File: src/sv/sta_pkg.sv
// shared types, constants and widths of the device sighting table
package sta_pkg;

  localparam int STA_ENTRIES  = 16;
  localparam int AddrW        = 48;
  localparam int TimeW        = 32;
  localparam int LevelW       = 8;
  localparam int TierW        = 3;
  localparam int HoldW        = 16;
  localparam int SlotW        = 4;
  localparam int CfgIdxW      = 2;
  localparam int CfgDataW     = 32;
  localparam int InDataW      = 128;
  localparam int OutDataW     = 48;

  localparam logic [HoldW-1:0] HOLDOFF_RST = HoldW'(10000);
  localparam logic [TimeW-1:0] WINDOW_RST  = TimeW'(30000);
  localparam logic [TierW-1:0] STRONG_RST  = TierW'(2);

  localparam logic [CfgIdxW-1:0] CFG_HOLDOFF = 2'd0;
  localparam logic [CfgIdxW-1:0] CFG_WINDOW  = 2'd1;
  localparam logic [CfgIdxW-1:0] CFG_STRONG  = 2'd2;

  localparam logic MODE_CLEAR = 1'b1;

  typedef enum logic [2:0] {
    S_IDLE,
    S_SCAN,
    S_LOG,
    S_UPD,
    S_REC,
    S_OUT
  } state_t;

  typedef struct packed {
    logic              ble;
    logic [AddrW-1:0]  addr;
    logic [TimeW-1:0]  seen;
    logic [LevelW-1:0] level;
    logic [TimeW-1:0]  count;
    logic [TierW-1:0]  tier;
    logic              aclass;
    logic              log_valid;
    logic [TimeW-1:0]  logged;
  } row_t;

  typedef struct packed {
    logic              mode;
    logic [AddrW-1:0]  addr;
    logic              is_ble;
    logic [TimeW-1:0]  stamp;
    logic [TimeW-1:0]  now;
    logic [LevelW-1:0] level;
    logic [TierW-1:0]  tier;
    logic              aclass;
    logic              muted;
  } item_t;

  typedef struct packed {
    logic [TimeW-1:0] diff;
    logic             gt;
    logic             ge;
    logic             le;
  } alu_res_t;

endpackage

File: src/sv/sta_ram.sv
// generic single-write, single-read memory with registered read data
module sta_ram #(
  parameter int WIDTH = 8,
  parameter int DEPTH = 16
) (
  input  logic                     clk,
  input  logic                     we,
  input  logic [$clog2(DEPTH)-1:0] waddr,
  input  logic [WIDTH-1:0]         wdata,
  input  logic                     re,
  input  logic [$clog2(DEPTH)-1:0] raddr,
  output logic [WIDTH-1:0]         rdata
);

  logic [WIDTH-1:0] mem [DEPTH];

  always_ff @(posedge clk) begin
    if (we) begin
      mem[waddr] <= wdata;
    end
    if (re) begin
      rdata <= mem[raddr];
    end
  end

endmodule

File: src/sv/sta_alu.sv
// shared modular subtract and compare unit
module sta_alu
  import sta_pkg::*;
(
  input  logic [TimeW-1:0] a,
  input  logic [TimeW-1:0] b,
  input  logic [TimeW-1:0] lim,
  output alu_res_t         res
);

  logic [TimeW-1:0] diff;

  assign diff     = a - b;
  assign res.diff = diff;
  assign res.gt   = diff > lim;
  assign res.ge   = diff >= lim;
  assign res.le   = diff <= lim;

endmodule

File: src/sv/device_sighting_table.sv
// Device sighting table top level. An observe beat steps through S_SCAN,
// S_LOG, S_UPD, S_REC and S_OUT; the scan stops at a hit and otherwise walks
// every entry, and the next beat is taken only once the result has moved to
// the output register. The row memory has one read port and the
// search walks it one entry per cycle, with one subtract-and-compare unit
// shared by the age search, the log holdoff check and the recent-alert check.
// A clear beat goes from S_IDLE straight to S_OUT and skips the search.
// in_tready is high only while no beat is in work. A finished result waits in
// the output register and the next beat is taken meanwhile; a stalled output
// closes the input only once a second result is waiting. Configuration writes
// are expected only while the block is idle.
module device_sighting_table
  import sta_pkg::*;
#(
  parameter int ENTRIES = STA_ENTRIES
) (
  input  logic                clk,
  input  logic                rst_n,
  input  logic                in_tvalid,
  output logic                in_tready,
  // device_address, is_ble, stamp_ms, now_ms, signal_level, match_tier,
  // alert_class, muted, zero fill
  input  logic [InDataW-1:0]  in_tdata,
  // mode
  input  logic                in_tuser,
  output logic                out_tvalid,
  input  logic                out_tready,
  // slot, hit, sight_count, kept_tier, new_evidence, log_event, alert,
  // recent_alert, zero fill
  output logic [OutDataW-1:0] out_tdata,
  input  logic                cfg_we,
  input  logic [CfgIdxW-1:0]  cfg_addr,
  input  logic [CfgDataW-1:0] cfg_wdata
);

  localparam int IW = $clog2(ENTRIES);
  localparam logic [IW-1:0] LastIdx = IW'(ENTRIES - 1);

  state_t state_r, state_nxt;

  logic [HoldW-1:0]   holdoff_r;
  logic [TimeW-1:0]   window_r;
  logic [TierW-1:0]   strong_r;

  item_t              item_r, item_nxt;
  logic [ENTRIES-1:0] valid_r, valid_nxt;
  logic               strong_valid_r, strong_valid_nxt;
  logic [TimeW-1:0]   last_strong_r, last_strong_nxt;

  logic [IW-1:0]      issue_r, issue_nxt;
  logic               issue_last_r, issue_last_nxt;
  logic               chk_v_r, chk_v_nxt;
  logic [IW-1:0]      chk_idx_r, chk_idx_nxt;
  logic               free_v_r, free_v_nxt;
  logic [IW-1:0]      free_idx_r, free_idx_nxt;
  logic [IW-1:0]      best_idx_r, best_idx_nxt;
  logic [TimeW-1:0]   best_age_r, best_age_nxt;
  logic               hit_r, hit_nxt;
  logic [IW-1:0]      slot_r, slot_nxt;
  row_t               row_r, row_nxt;
  logic               log_ok_r, log_ok_nxt;

  logic [TimeW-1:0]   res_count_r, res_count_nxt;
  logic [TierW-1:0]   res_tier_r, res_tier_nxt;
  logic               res_newev_r, res_newev_nxt;
  logic               res_log_r, res_log_nxt;
  logic               res_alert_r, res_alert_nxt;
  logic               res_hit_r, res_hit_nxt;
  logic [SlotW-1:0]   res_slot_r, res_slot_nxt;
  logic               res_recent_r, res_recent_nxt;

  logic               out_tvalid_r, out_tvalid_nxt;
  logic [OutDataW-1:0] out_tdata_r, out_tdata_nxt;

  logic               ram_we;
  row_t               ram_wdata;
  logic               ram_re;
  logic [IW-1:0]      ram_raddr;
  logic [$bits(row_t)-1:0] ram_rdata_raw;
  row_t               ram_rdata;

  logic [TimeW-1:0]   alu_a, alu_b, alu_lim;
  alu_res_t           alu_res;

  logic               ent_valid, ent_match;
  logic               newev, logev, strong_hit;
  row_t               upd_row;

  assign in_tready  = (state_r == S_IDLE);
  assign out_tvalid = out_tvalid_r;
  assign out_tdata  = out_tdata_r;
  assign ram_rdata  = row_t'(ram_rdata_raw);

  sta_ram #(
    .WIDTH($bits(row_t)),
    .DEPTH(ENTRIES)
  ) u_ram (
    .clk   (clk),
    .we    (ram_we),
    .waddr (slot_r),
    .wdata (ram_wdata),
    .re    (ram_re),
    .raddr (ram_raddr),
    .rdata (ram_rdata_raw)
  );

  sta_alu u_alu (
    .a   (alu_a),
    .b   (alu_b),
    .lim (alu_lim),
    .res (alu_res)
  );

  always_ff @(posedge clk) begin
    if (!rst_n) begin
      holdoff_r <= HOLDOFF_RST;
      window_r  <= WINDOW_RST;
      strong_r  <= STRONG_RST;
    end else if (cfg_we) begin
      unique case (cfg_addr)
        CFG_HOLDOFF: holdoff_r <= cfg_wdata[HoldW-1:0];
        CFG_WINDOW:  window_r  <= cfg_wdata[TimeW-1:0];
        CFG_STRONG:  strong_r  <= cfg_wdata[TierW-1:0];
        default: ;
      endcase
    end
  end

  always_ff @(posedge clk) begin
    if (!rst_n) begin
      state_r        <= S_IDLE;
      valid_r        <= '0;
      strong_valid_r <= 1'b0;
      out_tvalid_r   <= 1'b0;
      issue_last_r   <= 1'b0;
      chk_v_r        <= 1'b0;
    end else begin
      state_r        <= state_nxt;
      valid_r        <= valid_nxt;
      strong_valid_r <= strong_valid_nxt;
      out_tvalid_r   <= out_tvalid_nxt;
      issue_last_r   <= issue_last_nxt;
      chk_v_r        <= chk_v_nxt;
    end
  end

  always_ff @(posedge clk) begin
    item_r        <= item_nxt;
    last_strong_r <= last_strong_nxt;
    issue_r       <= issue_nxt;
    chk_idx_r     <= chk_idx_nxt;
    free_v_r      <= free_v_nxt;
    free_idx_r    <= free_idx_nxt;
    best_idx_r    <= best_idx_nxt;
    best_age_r    <= best_age_nxt;
    hit_r         <= hit_nxt;
    slot_r        <= slot_nxt;
    row_r         <= row_nxt;
    log_ok_r      <= log_ok_nxt;
    res_count_r   <= res_count_nxt;
    res_tier_r    <= res_tier_nxt;
    res_newev_r   <= res_newev_nxt;
    res_log_r     <= res_log_nxt;
    res_alert_r   <= res_alert_nxt;
    res_hit_r     <= res_hit_nxt;
    res_slot_r    <= res_slot_nxt;
    res_recent_r  <= res_recent_nxt;
    out_tdata_r   <= out_tdata_nxt;
  end

  // entry under check and row update
  assign ent_valid  = valid_r[chk_idx_r];
  assign ent_match  = ent_valid && (ram_rdata.ble == item_r.is_ble) &&
                      (ram_rdata.addr == item_r.addr);
  assign newev      = item_r.tier > row_r.tier;
  assign logev      = (item_r.tier != '0) && (newev || !row_r.log_valid || log_ok_r);
  assign strong_hit = item_r.aclass && (item_r.tier >= strong_r);

  always_comb begin
    upd_row       = row_r;
    upd_row.seen  = item_r.stamp;
    upd_row.level = item_r.level;
    upd_row.count = row_r.count + TimeW'(1);
    if (item_r.tier >= row_r.tier) begin
      upd_row.tier   = item_r.tier;
      upd_row.aclass = item_r.aclass;
    end
    if (logev) begin
      upd_row.log_valid = 1'b1;
      upd_row.logged    = item_r.stamp;
    end
  end

  always_comb begin
    state_nxt        = state_r;
    item_nxt         = item_r;
    valid_nxt        = valid_r;
    strong_valid_nxt = strong_valid_r;
    last_strong_nxt  = last_strong_r;
    issue_nxt        = issue_r;
    issue_last_nxt   = issue_last_r;
    chk_v_nxt        = 1'b0;
    chk_idx_nxt      = chk_idx_r;
    free_v_nxt       = free_v_r;
    free_idx_nxt     = free_idx_r;
    best_idx_nxt     = best_idx_r;
    best_age_nxt     = best_age_r;
    hit_nxt          = hit_r;
    slot_nxt         = slot_r;
    row_nxt          = row_r;
    log_ok_nxt       = log_ok_r;
    res_count_nxt    = res_count_r;
    res_tier_nxt     = res_tier_r;
    res_newev_nxt    = res_newev_r;
    res_log_nxt      = res_log_r;
    res_alert_nxt    = res_alert_r;
    res_hit_nxt      = res_hit_r;
    res_slot_nxt     = res_slot_r;
    res_recent_nxt   = res_recent_r;
    out_tvalid_nxt   = out_tvalid_r && !out_tready;
    out_tdata_nxt    = out_tdata_r;
    ram_we           = 1'b0;
    ram_wdata        = upd_row;
    ram_re           = 1'b0;
    ram_raddr        = issue_r;
    alu_a            = item_r.now;
    alu_b            = ram_rdata.seen;
    alu_lim          = best_age_r;

    unique case (state_r)
      S_IDLE: begin
        if (in_tvalid) begin
          item_nxt.mode   = in_tuser;
          item_nxt.addr   = in_tdata[47:0];
          item_nxt.is_ble = in_tdata[48];
          item_nxt.stamp  = in_tdata[80:49];
          item_nxt.now    = in_tdata[112:81];
          item_nxt.level  = in_tdata[120:113];
          item_nxt.tier   = in_tdata[123:121];
          item_nxt.aclass = in_tdata[124];
          item_nxt.muted  = in_tdata[125];
          issue_nxt       = '0;
          issue_last_nxt  = 1'b0;
          free_v_nxt      = 1'b0;
          best_idx_nxt    = '0;
          best_age_nxt    = '0;
          if (in_tuser == MODE_CLEAR) begin
            valid_nxt        = '0;
            strong_valid_nxt = 1'b0;
            res_count_nxt    = '0;
            res_tier_nxt     = '0;
            res_newev_nxt    = 1'b0;
            res_log_nxt      = 1'b0;
            res_alert_nxt    = 1'b0;
            res_hit_nxt      = 1'b0;
            res_slot_nxt     = '0;
            res_recent_nxt   = 1'b0;
            state_nxt        = S_OUT;
          end else begin
            state_nxt = S_SCAN;
          end
        end
      end

      S_SCAN: begin
        ram_re = !issue_last_r;
        if (!issue_last_r) begin
          chk_v_nxt   = 1'b1;
          chk_idx_nxt = issue_r;
          if (issue_r == LastIdx) begin
            issue_last_nxt = 1'b1;
          end else begin
            issue_nxt = issue_r + IW'(1);
          end
        end
        if (chk_v_r) begin
          if (ent_match) begin
            hit_nxt   = 1'b1;
            slot_nxt  = chk_idx_r;
            row_nxt   = ram_rdata;
            state_nxt = S_LOG;
          end else begin
            if (!ent_valid) begin
              if (!free_v_r) begin
                free_v_nxt   = 1'b1;
                free_idx_nxt = chk_idx_r;
              end
            end else if ((chk_idx_r == '0) || alu_res.gt) begin
              best_idx_nxt = chk_idx_r;
              best_age_nxt = alu_res.diff;
            end
            if (chk_idx_r == LastIdx) begin
              hit_nxt      = 1'b0;
              slot_nxt     = free_v_nxt ? free_idx_nxt : best_idx_nxt;
              row_nxt      = '0;
              row_nxt.ble  = item_r.is_ble;
              row_nxt.addr = item_r.addr;
              state_nxt    = S_LOG;
            end
          end
        end
      end

      S_LOG: begin
        alu_a      = item_r.stamp;
        alu_b      = row_r.logged;
        alu_lim    = TimeW'(holdoff_r);
        log_ok_nxt = alu_res.ge;
        state_nxt  = S_UPD;
      end

      S_UPD: begin
        ram_we             = 1'b1;
        valid_nxt[slot_r]  = 1'b1;
        if (strong_hit) begin
          strong_valid_nxt = 1'b1;
          last_strong_nxt  = item_r.stamp;
        end
        res_count_nxt = upd_row.count;
        res_tier_nxt  = upd_row.tier;
        res_newev_nxt = newev;
        res_log_nxt   = logev;
        res_alert_nxt = logev && newev && (item_r.tier >= strong_r) && !item_r.muted;
        res_hit_nxt   = hit_r;
        res_slot_nxt  = SlotW'(slot_r);
        state_nxt     = S_REC;
      end

      S_REC: begin
        alu_a          = item_r.now;
        alu_b          = last_strong_r;
        alu_lim        = window_r;
        res_recent_nxt = strong_valid_r && alu_res.le;
        state_nxt      = S_OUT;
      end

      S_OUT: begin
        if (!out_tvalid_r || out_tready) begin
          out_tvalid_nxt = 1'b1;
          out_tdata_nxt  = OutDataW'({res_recent_r, res_alert_r, res_log_r, res_newev_r,
                                      res_tier_r, res_count_r, res_hit_r, res_slot_r});
          state_nxt = S_IDLE;
        end
      end

      default: state_nxt = S_IDLE;
    endcase
  end

endmodule

File: config.mk
export PLATFORM = sky130hd
export DESIGN_NAME = device_sighting_table
export DESIGN_NICKNAME = d
export VERILOG_FILES = /design/src/sv/sta_pkg.sv /design/src/sv/sta_ram.sv /design/src/sv/sta_alu.sv /design/src/sv/device_sighting_table.sv
export SDC_FILE = /design/constraint.sdc
export NUM_CORES = 2
export LEC_CHECK = 0
export BUFFER_PORTS_ARGS = -buffer_cell sky130_fd_sc_hd__buf_2
export CORE_UTILIZATION = 62
export CTS_CLUSTER_SIZE = 28
export DETAILED_ROUTE_END_ITERATION = 8
export PLACE_DENSITY = 0.79
export RECOVER_POWER = 100
export SETUP_SLACK_MARGIN = 0.1
export SYNTH_ARGS = -nofsm -noshare
export SYNTH_HDL_FRONTEND = slang
export SYNTH_SLANG_ARGS = --single-unit
File: constraint.sdc
create_clock -name clk -period 17 [get_ports clk]
set_input_delay 1.7 -clock clk [delete_from_list [all_inputs] [get_ports clk]]
set_output_delay 1.7 -clock clk [all_outputs]
set_load 0.02 [all_outputs]
==> Word level (Yosys, flattened, before mapping) <==
Memories as Yosys holds them, arrays and structs flattened. A register that Yosys moved wholly into a read port is not among the register bits.
Cells that the tools add are included.
{ "totals": {"ff_bits": 493, "latchBits": 0, "mem_bits_rw": 2528, "mem_bits_ro": 0, "inputBits": 168, "word_cells": 204, "memories": 1} }
{ "mem_list": {"columns": ["memory", "depth", "width", "rd", "rd_clocked_by_memory_dff", "wr", "line_no", "rtl"], "rows": [
  ["u_ram.mem", 16, 158, 1, 1, 1, "sta_ram.sv:15", "logic [WIDTH-1:0] mem [DEPTH];"]
]} }
{ "classes": {"add_sub_neg": 3, "mul": 0, "div": 0, "n_lt_le_gt_ge": 9, "n_eq_ne": 22, "shift": 0, "muxes": 78, "bitwise": 3, "reduce_logical": 45} }
{ "op_table": {"columns": ["cell", "n"], "rows": [
  ["$mux W158", 2],
  ["$mux W32", 8],
  ["$pmux W32 S2", 4],
  ["$mux W4", 15],
  ["$eq A48 B48 Y1", 1],
  ["$mux W33", 1],
  ["$add A32 B1 Y32 const B", 1],
  ["$ge A32 B32 Y1", 1],
  ["$gt A32 B32 Y1", 1],
  ["$le A32 B32 Y1", 1],
  ["$mux W16", 2],
  ["$pmux W16 S2", 1],
  ["$sub A32 B32 Y32", 1],
  ["$mux W3", 8],
  ["$pmux W4 S2", 3],
  ["$mux W1", 22],
  ["$ne A2 B2 Y1 const B", 9],
  ["$pmux W3 S6", 1],
  ["$reduce_and A2 Y1", 9],
  ["$or A16 B16 Y16", 1],
  ["$pmux W1 S2", 8],
  ["$reduce_and A4 Y1", 4],
  ["$reduce_and A3 Y1", 4],
  ["$logic_and A1 B1 Y1", 10],
  ["other kinds (26)", 42]
]} }

==> Longest topological paths before layout <==
{ "logic_depth": {"depth_word": 10, "ltp_mapped": 27, "ltp_nobuf": 24} }

==> By module <==
From an unflattened synthesis, not the netlist that was laid out.
{ "unflattened": {"cells_unflattened": 6001, "area_unflattened_um2": 122422.4} }
{ "by_module_without_submodules": {"columns": ["mod", "instances", "cells_each", "area_each_um2", "seq_area_each_um2"], "rows": [
  ["sta_ram", 1, 4134, 99576.8, 80657.4],
  ["device_sighting_table", 1, 1497, 20284.5, 14063.5],
  ["sta_alu", 1, 370, 2561.2, 0.0]
]} }

==> Worst setup path before layout <==
OpenSTA, ideal clock, no wires.
{ "synth_timing": {"path_kind": "register to register", "start": "register state_r[0]", "end": "memory u_ram.mem[4][0] (netlist bit), enable pin", "setup_ps": 840, "arrival_time_ps": 11398, "path_slack_ps": 4762, "path_stages_with_launch": 7, "path_cell_list": "dfxtp_1 -> clkbuf_1 -> and3b_1 -> clkbuf_1 -> clkbuf_1 -> nand3b_1 -> nor3_1"} }
{ "synth_between": {"elab_chain_len": 4} }
{ "synth_rtl": {"columns": ["item", "line_no", "rtl"], "rows": [
  ["from (decl)", "device_sighting_table.sv:39", "state_t state_r, state_nxt;"],
  ["from (signal assigned)", "device_sighting_table.sv:138", "state_r <= state_nxt;"],
  ["$eq A3 B2 Y1", "device_sighting_table.sv:230", "unique case (state_r)"],
  ["$mux W1", "device_sighting_table.sv:230", null],
  ["$mux W1", "sta_ram.sv:18", "if (we) begin"],
  ["$mux W1 (implied by the code)", "sta_ram.sv:19", "mem[waddr] <= wdata;"],
  ["to (decl)", "sta_ram.sv:15", null]
]} }
Every way passes these cells.

==> Worst setup path after layout <==
{ "layout_timing": {"start": "register state_r[0]", "end": "memory u_ram.mem[9][44] (netlist bit), enable pin"} }
The elaborated chain is that of the path after synthesis.

==> metrics.yaml <==
hp-start: "res_count_r[4]"
yosys-top-cells-area: "edfxtp_1 (77%), mux4_2 (15%), dfxtp_1 (1.3%)"
gr-usage-all-layers: 0.320
irDropWorstVdd_v: 0.0000955
async_flop_share: 0
hpwlAfterDp_um: 134000
rrSetupSlack_ns: 4.46
grt.overflow.total: 0
root_buffer: "clkbuf_16"
cts_inserted_buffers: 305
detail-route-antenna-nets: 0
reg2reg_from: "state_r[0]"
slew-limit-headroom: -5.89
critPathMaxFanout: 49
syn_avg_cell_area_sq_um: 22.3
drt-initial-drc-count: 8679
clkTransAtPathRegs_ns: 0.06
synth-main-ff-cell: "edfxtp_1"
grt_pass1_wl_um: 422000
die_area_sq_um: 188000
ys_ff_latch: 3017
finalHoldViolCount: 0
mostFrequentLayoutCells: "edfxtp_1 (2943), mux4_2 (746), clkbuf_16 (313), clkbuf_1 (225), nand2_1 (150)"
hold_depth: 0
arrival_ns: 12.92
die_h_um: 433
synth_area_leader_cell: "edfxtp_1"
rows: 157
drcViolationCount: 0
final_core_util: 0.697
yosysUniqueCellTypes: 59
synth_top_area_share: 0.766
grt_max_degree: 153
grt_util_met1: 0.429
syn_inst: 5168
power_mw: 16.4
crit_type: "reg -> reg"
port_buffers: 203
cp_data_required_time_ns: 17.38
vias_per_cell: 7.08
p_per_area_nw_per_um2: 128
drv_cap: 78
finalSetupTns_ns: 0
worstMarginPinSlew_ns: 10.34
grt_pass1_vias: 59076
clockBufferDepth: 4
final_max_slew_viol_count: 3218
ctsHoldBuffers: 0
fin_area_sq_um: 128000
final_common_cell: "edfxtp_1"
reg2reg_to: "u_ram.mem[9][44]"
routed_wl_um: 296000
dieWidth_um: 433
final-setup-viol-count: 0
clock-sinks: 3017
num_vias: 57837
finalCritPeriodShare: 0.738
fmax_ghz: 0.0797
start_util: 0.627
antenna_found_initial: 10
min_path_type: "reg -> reg"
cts_tree: "yes"
ys_warn_count: 0
core_sq_um: 184000
ctsResizeCount: 0
netlist_area_sq_um: 115000
rsz0062_at_grt: "no"
drive_above_1_share: 0.233
start_kind: "flip-flop"
outcome: "complete, but fails checks"
endpoint_kind: "flip-flop"
synth_edf_count: 2943
gp_congestion: 0.872
pin_count: 218
clock_latency_ns: 0.95
busiest_layer: "met2"
ys_seq_area_frac: 0.779
area_growth_syn_to_layout_pct: 11.1
htreeDepth: 5
period_minus_slack_ns: 12.54
min_to: "out_tdata[9]"
nNetsFinal: 5729
wl_per_cell_um: 36.3
use_met2: 0.529
firstDrtPassIters: 8
r2r_cells: 7
p_leak_nw: 40.3
violations: "max-capacitance violations, max-slew violations"
use_met3: 0.0526
dpl_cell_area_sq_um: 120000
skew_ns: 0.0709
cts_setup_buffers: 0
## report_power, final
| part | internal (mW) | leakage, nW | switching (mW) |
|---|---|---|---|
| registers | 8.28 | 27.4 | 0.0744 |
| logic | 0.771 | 8.40 | 0.837 |
| clock network | 3.64 | 4.53 | 2.80 |
| total | 12.7 | 40.3 | 3.71 |
## cells in the mapped netlist, drive strengths merged (50+ instances only)
master     n
a21oi    105
edfxtp  2943
ha        71
nor2      78
mux2      67
xor2      61
buf       56
mux4     750
a22o      50
clkbuf   237
dfxtp     74
nand2    150
and2     139
## worst max-delay path by stage
stage          slack (ns)          endpoint  startpoint
6_report             4.46  u_ram.mem[9][44]  state_r[0]
5_1_grt              4.40  u_ram.mem[9][44]  state_r[0]
4_1_cts              9.24    best_age_r[13]  state_r[2]
3_5_place_dp         9.26    best_age_r[21]  state_r[2]
3_3_place_gp         9.30    best_age_r[21]  state_r[2]
2_1_floorplan        4.76   u_ram.mem[4][0]  state_r[0]
## final cells by class
class,instances,area [sq um]
multi-input cells,1841,24400
inverters,20,76.3
clock buffers,371,8080
flip-flops and latches,3017,89900
diodes,5,12.5
well taps,2464,3080
fillers,10232,55800
clock inverters,151,1200
repair buffers,304,1510
## stage by stage
| step | setup WS, ns | hold WS (ns) | std cells |
|---|---|---|---|
| floorplan | 4.76 | 0.400 | 5171 |
| global placement | 9.30 | 0.402 | 7646 |
| detailed placement | 9.26 | 0.405 | 7646 |
| CTS | 9.24 | 0.397 | 8168 |
| global route | 4.40 | 0.403 | 8172 |
| finish | 4.46 | 0.398 | 8173 |
## layer usage
layer  wire length [um]  share of wire
met4              13200          0.044
met1             103000           0.35
met2             150000           0.50
met5                 10       0.000034
met3              30500           0.10
## worst max-delay path, cell delays in order, from the launching register on
cell	delay [ns]
dfxtp_1	0.53
and3b_2	0.25
clkbuf_1	1.93
and2_0	0.45
nand2b_1	0.18
nor2_1	2.23
clkbuf_1	3.08
clkbuf_1	3.27
## sequential cells by signal, summed over array words and instances, names as in the netlist, 16 cells and up
register	flops
u_ram.mem	2384
u_ram.rdata	149
item_r	118
row_r	68
ram_wdata	49
out_tdata	44
best_age_r	32
last_strong_r	32
res_count_r	32
window_r	32
holdoff_r	16
valid_r	16
## cell families (layout without fill, tap and decap cells)
group                      count (synthesis)  after routing  share of synthesized area
xor gates and xnor gates                 110            110                    0.00835
and+or+nand+nor                          520            520                     0.0230
adders and majority gates                 72             72                    0.00787
DFF                                     3017           3017                      0.779
muxes                                    824            824                      0.154
other                                      1              9                  0.0000325
buffers and inverters                    313            846                     0.0105
AOI/OAI and AO/OA                        311            311                     0.0181
No activity file was read; power rests on OpenSTA's default activity.
